==> src/hdl/spq_pkg.sv <==
`timescale 1ns / 1ps
`default_nettype none

package spq_pkg;

    localparam int CAPACITY = 64;
    localparam int TAG_BITS = 16;
    localparam int COUNT_W  = $clog2(CAPACITY + 1);
    localparam int PRIO_W   = 3;

    localparam logic [PRIO_W-1:0] PRIO_OTHER   = 3'd0;
    localparam logic [PRIO_W-1:0] PRIO_VISITOR = 3'd1;
    localparam logic [PRIO_W-1:0] PRIO_STUDENT = 3'd2;
    localparam logic [PRIO_W-1:0] PRIO_SCHOLAR = 3'd3;
    localparam logic [PRIO_W-1:0] PRIO_FACULTY = 3'd4;

    localparam logic OP_ENQUEUE = 1'b0;
    localparam logic OP_DEQUEUE = 1'b1;

    localparam logic [1:0] ST_OK       = 2'd0;
    localparam logic [1:0] ST_OVERFLOW = 2'd1;
    localparam logic [1:0] ST_EMPTY    = 2'd2;

    typedef struct packed {
        logic        operation;
        logic [15:0] entry_tag;
        logic [2:0]  entry_priority;
    } req_word_t;

    typedef struct packed {
        logic [1:0]  status;
        logic [15:0] out_tag;
        logic [2:0]  out_priority;
        logic [6:0]  occupancy;
    } rsp_word_t;

    typedef struct packed {
        logic [TAG_BITS-1:0] tag;
        logic [PRIO_W-1:0]   prio;
    } entry_t;

    // broadcast to every cell of the row
    typedef struct packed {
        logic   enq;
        logic   deq;
        entry_t new_entry;
    } cell_ctrl_t;

endpackage

`default_nettype wire

==> src/hdl/spq_cell.sv <==
`timescale 1ns / 1ps
`default_nettype none

module spq_cell (
    input  wire logic                clk,
    input  wire spq_pkg::cell_ctrl_t ctrl,
    input  wire logic                occupied,
    input  wire logic                left_keep,
    input  wire spq_pkg::entry_t     left_entry,
    input  wire spq_pkg::entry_t     right_entry,
    output logic                     keep,
    output spq_pkg::entry_t          entry
);

    spq_pkg::entry_t entry_reg;
    spq_pkg::entry_t entry_next;

    // an occupied cell at or above the new priority stays put on insert
    assign keep = occupied && (entry_reg.prio >= ctrl.new_entry.prio);

    always_comb
    begin
        entry_next = entry_reg;
        if (ctrl.enq)
        begin
            if (keep)
                entry_next = entry_reg;
            else if (left_keep)
                entry_next = ctrl.new_entry;
            else
                entry_next = left_entry;
        end
        else if (ctrl.deq)
        begin
            entry_next = right_entry;
        end
    end

    always_ff @(posedge clk)
    begin
        entry_reg <= entry_next;
    end

    assign entry = entry_reg;

endmodule

`default_nettype wire

==> src/hdl/stable_priority_queue_core.sv <==
// Stable bounded priority queue, held as a row of cells kept sorted by
// priority (highest first) and, within a priority, by arrival order.
// req channel: one word per item, operation enqueue or dequeue, with tag and
// priority for an enqueue. rsp channel: one word per accepted item, with
// status, the removed tag and priority on a good dequeue, and occupancy.
// An enqueue slides the new entry in behind every held entry of equal or
// higher priority; a dequeue takes the head cell and the row shifts forward.
// rsp_valid rises in the cycle after acceptance; one item per cycle is
// sustained while rsp_ready is high. The response register frees as it is
// taken, so req_ready holds high while rsp_ready is high. When the receiver
// stalls, the held word waits in the response register and req_ready drops
// until it is taken. A full queue refuses an enqueue with overflow; an empty
// queue answers a dequeue with empty. Priorities 5 to 7 are stored as 0.
// Reset empties the queue and the response register; cell contents are not
// cleared and are never read beyond the fill count.
`timescale 1ns / 1ps
`default_nettype none

module stable_priority_queue_core (
    input  wire logic               clk,
    input  wire logic               rst_n,
    input  wire logic               req_valid,
    output logic                    req_ready,
    input  wire spq_pkg::req_word_t req,
    output logic                    rsp_valid,
    input  wire logic               rsp_ready,
    output spq_pkg::rsp_word_t      rsp
);

    logic [spq_pkg::COUNT_W-1:0] count_reg;
    logic [spq_pkg::COUNT_W-1:0] count_next;
    logic                        rsp_valid_reg;
    logic                        rsp_valid_next;
    spq_pkg::rsp_word_t          rsp_reg;
    spq_pkg::rsp_word_t          rsp_next;

    logic                 accept;
    logic                 full;
    logic                 empty;
    logic [spq_pkg::PRIO_W-1:0] norm_prio;
    spq_pkg::cell_ctrl_t  ctrl;

    logic            keep_w  [spq_pkg::CAPACITY];
    spq_pkg::entry_t entry_w [spq_pkg::CAPACITY];

    assign req_ready = !rsp_valid_reg || rsp_ready;
    assign accept    = req_valid && req_ready;
    assign full      = (count_reg == spq_pkg::COUNT_W'(spq_pkg::CAPACITY));
    assign empty     = (count_reg == '0);
    assign norm_prio = (req.entry_priority > spq_pkg::PRIO_FACULTY)
                       ? spq_pkg::PRIO_OTHER : req.entry_priority;

    always_comb
    begin
        ctrl.enq           = accept && (req.operation == spq_pkg::OP_ENQUEUE) && !full;
        ctrl.deq           = accept && (req.operation == spq_pkg::OP_DEQUEUE) && !empty;
        ctrl.new_entry.tag  = req.entry_tag[spq_pkg::TAG_BITS-1:0];
        ctrl.new_entry.prio = norm_prio;
    end

    genvar gi;
    generate
        for (gi = 0; gi < spq_pkg::CAPACITY; gi++)
        begin : g_cell
            logic            occ;
            logic            lkeep;
            spq_pkg::entry_t lentry;
            spq_pkg::entry_t rentry;

            assign occ = (count_reg > spq_pkg::COUNT_W'(gi));

            if (gi == 0)
            begin : g_head
                assign lkeep  = 1'b1;
                assign lentry = entry_w[gi];
            end
            else
            begin : g_body
                assign lkeep  = keep_w[gi-1];
                assign lentry = entry_w[gi-1];
            end

            if (gi == spq_pkg::CAPACITY - 1)
            begin : g_tail
                assign rentry = entry_w[gi];
            end
            else
            begin : g_inner
                assign rentry = entry_w[gi+1];
            end

            spq_cell u_cell (
                .clk         (clk),
                .ctrl        (ctrl),
                .occupied    (occ),
                .left_keep   (lkeep),
                .left_entry  (lentry),
                .right_entry (rentry),
                .keep        (keep_w[gi]),
                .entry       (entry_w[gi])
            );
        end
    endgenerate

    always_comb
    begin
        count_next     = count_reg;
        rsp_valid_next = rsp_valid_reg && !rsp_ready;
        rsp_next       = rsp_reg;
        if (ctrl.enq)
            count_next = count_reg + 1'b1;
        else if (ctrl.deq)
            count_next = count_reg - 1'b1;

        if (accept)
        begin
            rsp_valid_next        = 1'b1;
            rsp_next.status       = spq_pkg::ST_OK;
            rsp_next.out_tag      = '0;
            rsp_next.out_priority = '0;
            rsp_next.occupancy    = 7'(count_next);
            if (req.operation == spq_pkg::OP_ENQUEUE)
            begin
                if (full)
                    rsp_next.status = spq_pkg::ST_OVERFLOW;
            end
            else if (empty)
            begin
                rsp_next.status = spq_pkg::ST_EMPTY;
            end
            else
            begin
                rsp_next.out_tag      = 16'(entry_w[0].tag);
                rsp_next.out_priority = entry_w[0].prio;
            end
        end
    end

    always_ff @(posedge clk or negedge rst_n)
    begin
        if (!rst_n)
        begin
            count_reg     <= '0;
            rsp_valid_reg <= 1'b0;
        end
        else
        begin
            count_reg     <= count_next;
            rsp_valid_reg <= rsp_valid_next;
        end
    end

    always_ff @(posedge clk)
    begin
        rsp_reg <= rsp_next;
    end

    assign rsp_valid = rsp_valid_reg;
    assign rsp       = rsp_reg;

endmodule

`default_nettype wire

==> config.mk <==
export PLATFORM = sky130hd
export DESIGN_NAME = stable_priority_queue_core
export DESIGN_NICKNAME = d
export VERILOG_FILES = /design/src/hdl/spq_pkg.sv /design/src/hdl/spq_cell.sv /design/src/hdl/stable_priority_queue_core.sv
export SDC_FILE = /design/constraint.sdc
export NUM_CORES = 2
export LEC_CHECK = 0
export CORE_UTILIZATION = 23
export CTS_CLUSTER_DIAMETER = 80
export DETAILED_ROUTE_END_ITERATION = 10
export DONT_BUFFER_PORTS = 1
export SYNTH_ARGS = -nofsm -noshare
export SYNTH_HDL_FRONTEND = slang
export SYNTH_SLANG_ARGS = --single-unit
==> constraint.sdc <==
create_clock -name clk -period 9.2 [get_ports clk]
set_input_delay 1.84 -clock clk [delete_from_list [all_inputs] [get_ports clk]]
set_output_delay 1.84 -clock clk [all_outputs]
set_load 0.05 [all_outputs]
==> impl_metrics.toml <==
[outcome]
outcome = "finished clean"

[critical_path]
crit_family = "simple AND/OR/NAND/NOR gates"
cp.arrival_ns = 6.14
cp-end-kind = "flop"
critPathKind = "in -> reg"
cp_slowest_cell = "a22o_1"
critPathMaxStageDelay_ns = 0.86
ff2ff_path_depth = 9
worst-path-stages = 9
path_buf_inv = 2
crit_chain = "nor2_1 > and2_1 > inv_2 > buf_4 > ha_1 > a21oi_1 > a22o_1 > and2_1 > nand2b_1"
critPathMostFrequentCell = "and2_1"
cp_max_fo = 33
worstSetupStartpointType = "input pin"
required_ns = 9.59

[place]
dpl.hpwl_um = 133000
place.gp.congestion = 0.866
port_buffers = 0

[detailed_routing]
ant_nets = 0
wl_per_cell_um = 22.1
drt_iter0_drc = 5497
remaining_drc_errors = 0
viasPerCell = 5.14
vias = 49500
routed_wl_um = 213000
dr.pass1.iters = 7

[logic_synthesis]
async_flop_share_pct = 0.639
synth_compound_area_share_pct = 14.6
yosys_warnings = 0
synth.net_count = 6304
ys_ff_latch = 1252
ys_types = 62
synth_top_family_by_area = "compound AO/OA/AOI/OAI gates"
synth_area_per_cell_sq_um = 10.9
synth_xor_area_share_pct = 0.0529
synth_area_sq_mm = 0.0662
synth-main-ff-cell = "edfxtp_1"
synth_fa_ha_area_share_pct = 3.70
postSynthCellCount = 6084
ys_seq_area_share_pct = 56.7
synth_edf_count = 1244
synthSimpleGateAreaFrac_pct = 14.5
synthMuxAreaShare_pct = 5.99

[power]
finalPower_mw = 18.4
intPower_mw = 12.2
switchingPower_mw = 6.17
clkPwrFrac_pct = 30.7
p_comb_share_pct = 24.7
swShare_pct = 33.6
ir_drop_uv = 198
power.density_mw_per_mm2 = 248
p_seq_share_pct = 44.5
p_leak_nw = 25.6

[sta]
rsz0062_at_grt = "false"
timing.slew.headroom_pct = 7.93
timing.final.max_slew_violations = 0
worst_clock_skew_ns = 0.0253
final-hold-violation-count = 0
clock.fmax_mhz = 174
setup_viol = 0
worstMarginPinSlew_ns = 1.38
fin_hold_ws_ns = 0.532
fin_setup_tns_ns = 0
finalCriticalPeriod_ns = 5.75
period_share_pct = 62.5

[global_routing]
grtUsageTotal_pct = 14.0
grt_pass1_wl_um = 315000
grt_start_max_net_pins = 250
grt_pass1_vias = 48000
grt_antenna_before_repair = 6
overflow = 0

[worst_hold_path]
hp-class = "reg -> reg"
hold_depth = 2

[floorplanning]
die-height_um = 538
start_util_pct = 23.2
std_cell_rows = 196
core-area_sq_mm = 0.286
dieArea_sq_mm = 0.290
io_pins = 54
die_w_um = 538

[clock_tree]
cts_buffers = 142
path_clk_slew_ns = 0.06
cts_resized = 0
cts_buffer_depth = 3
cts_root_buf = "clkbuf_16"
cts_setup_buffers = 0
htree_levels = 4
clk_latency_ns = 0.79
clock-sinks = 1252
ctsHoldBuffers = 0
cts_tree = "built"

[final_layout]
layout_common_cells = "edfxtp_1, nand2_1, nand3_1"
drive_above_1_share_pct = 7.15
final_common_cell = "edfxtp_1"
largest_reg_flops = 1216
syn_to_final_growth_pct = 12.0
nets = 5976

[run]
cap_violations = 0
-- path summary, 6_finish.rpt --
path | start | to | slack, ns
max | req[0] | g_cell[22].u_cell.entry[6] | 3.45
min | g_cell[63].u_cell.entry[9] | g_cell[62].u_cell.entry[9] | 0.53
max reg2reg | rsp_valid | g_cell[4].u_cell.entry[7] | 3.99
min reg2reg | g_cell[63].u_cell.entry[9] | g_cell[62].u_cell.entry[9] | 0.53
max in group asynchronous | rst_n | rsp_valid | 8.32
min in group asynchronous | rst_n | count_reg[4] | 0.76
-- per-layer routing --
metal	share of wire, %	GRT usage (%)	vias to the layer above
li1	-	-	22300
met1	42	18.9	24700
met2	45	22.0	2214
met3	8.4	2.77	335
met4	3.8	5.31	0
met5	0	0	-
-- cells in the mapped netlist (48+ instances only) --
master    count  area share, %
and2_1       65           0.61
nand3_1     674            5.1
o221ai_1     52           0.69
nor2_1      188            1.1
inv_1        74           0.42
clkbuf_1    369            2.1
nand2b_1     48           0.45
mux2i_1     375            5.7
buf_2       158            1.2
a21oi_1      58           0.44
ha_1        196            3.7
a221o_1     136            2.1
edfxtp_1   1244             56
nor2b_1      50           0.47
o21ai_0     469            3.5
o211ai_1    627            7.1
nand2_1    1086            6.2
-- power by group through the flow --
stage | logic (mW) | clock network (mW) | registers [mW]
4_1_cts | 4.49 | 5.73 | 8.17
6_report | 4.55 | 5.65 | 8.19
3_3_place_gp | 4.36 | 0 | 8.27
2_1_floorplan | 3.32 | 0 | 7.94
3_5_place_dp | 4.48 | 0 | 8.28
5_1_grt | 4.93 | 5.92 | 8.25
-- through the flow --
step / util, % / area, sq um / worst slack [ns] / instances
CTS: 25.9 / 74100 / 3.38 / 9639
global placement: 24.3 / 69600 / 2.64 / 9374
detailed placement: 24.3 / 69600 / 2.59 / 9374
finish: 25.9 / 74100 / 3.45 / 9643
global route: 25.9 / 74100 / 3.23 / 9640
floorplan: - / 66200 / 2.60 / 6084
-- area by class of cell --
type	count	area (sq um)
repair buffers	118	998
fillers	29700	212000
multi-input cells	4168	26000
clock buffers	179	3780
clock inverters	86	783
well taps	3762	4710
diodes	4	10.0
flip-flops and latches	1252	37600
inverters	74	278
-- cells by family (layout without fill, tap and decap cells) --
| kind of cell | after synthesis | in the layout |
|---|---|---|
| simple gates | 2169 | 2169 |
| fa+ha+maj | 196 | 196 |
| buf+inv | 664 | 457 |
| mux | 394 | 394 |
| flops | 1252 | 1252 |
| other cells | 0 | 4 |
| compound gates | 1405 | 1405 |
| xor+xnor | 4 | 4 |
-- worst register-to-register path, delay by kind of cell (launching register included) --
kind / cells / cell delay [ns]
buffers and inverters: 4 / 2.12
and+or+nand+nor: 3 / 1.35
AOI/OAI and AO/OA: 2 / 0.86
DFF: 1 / 0.73
Power figures use the tool's default switching activity.
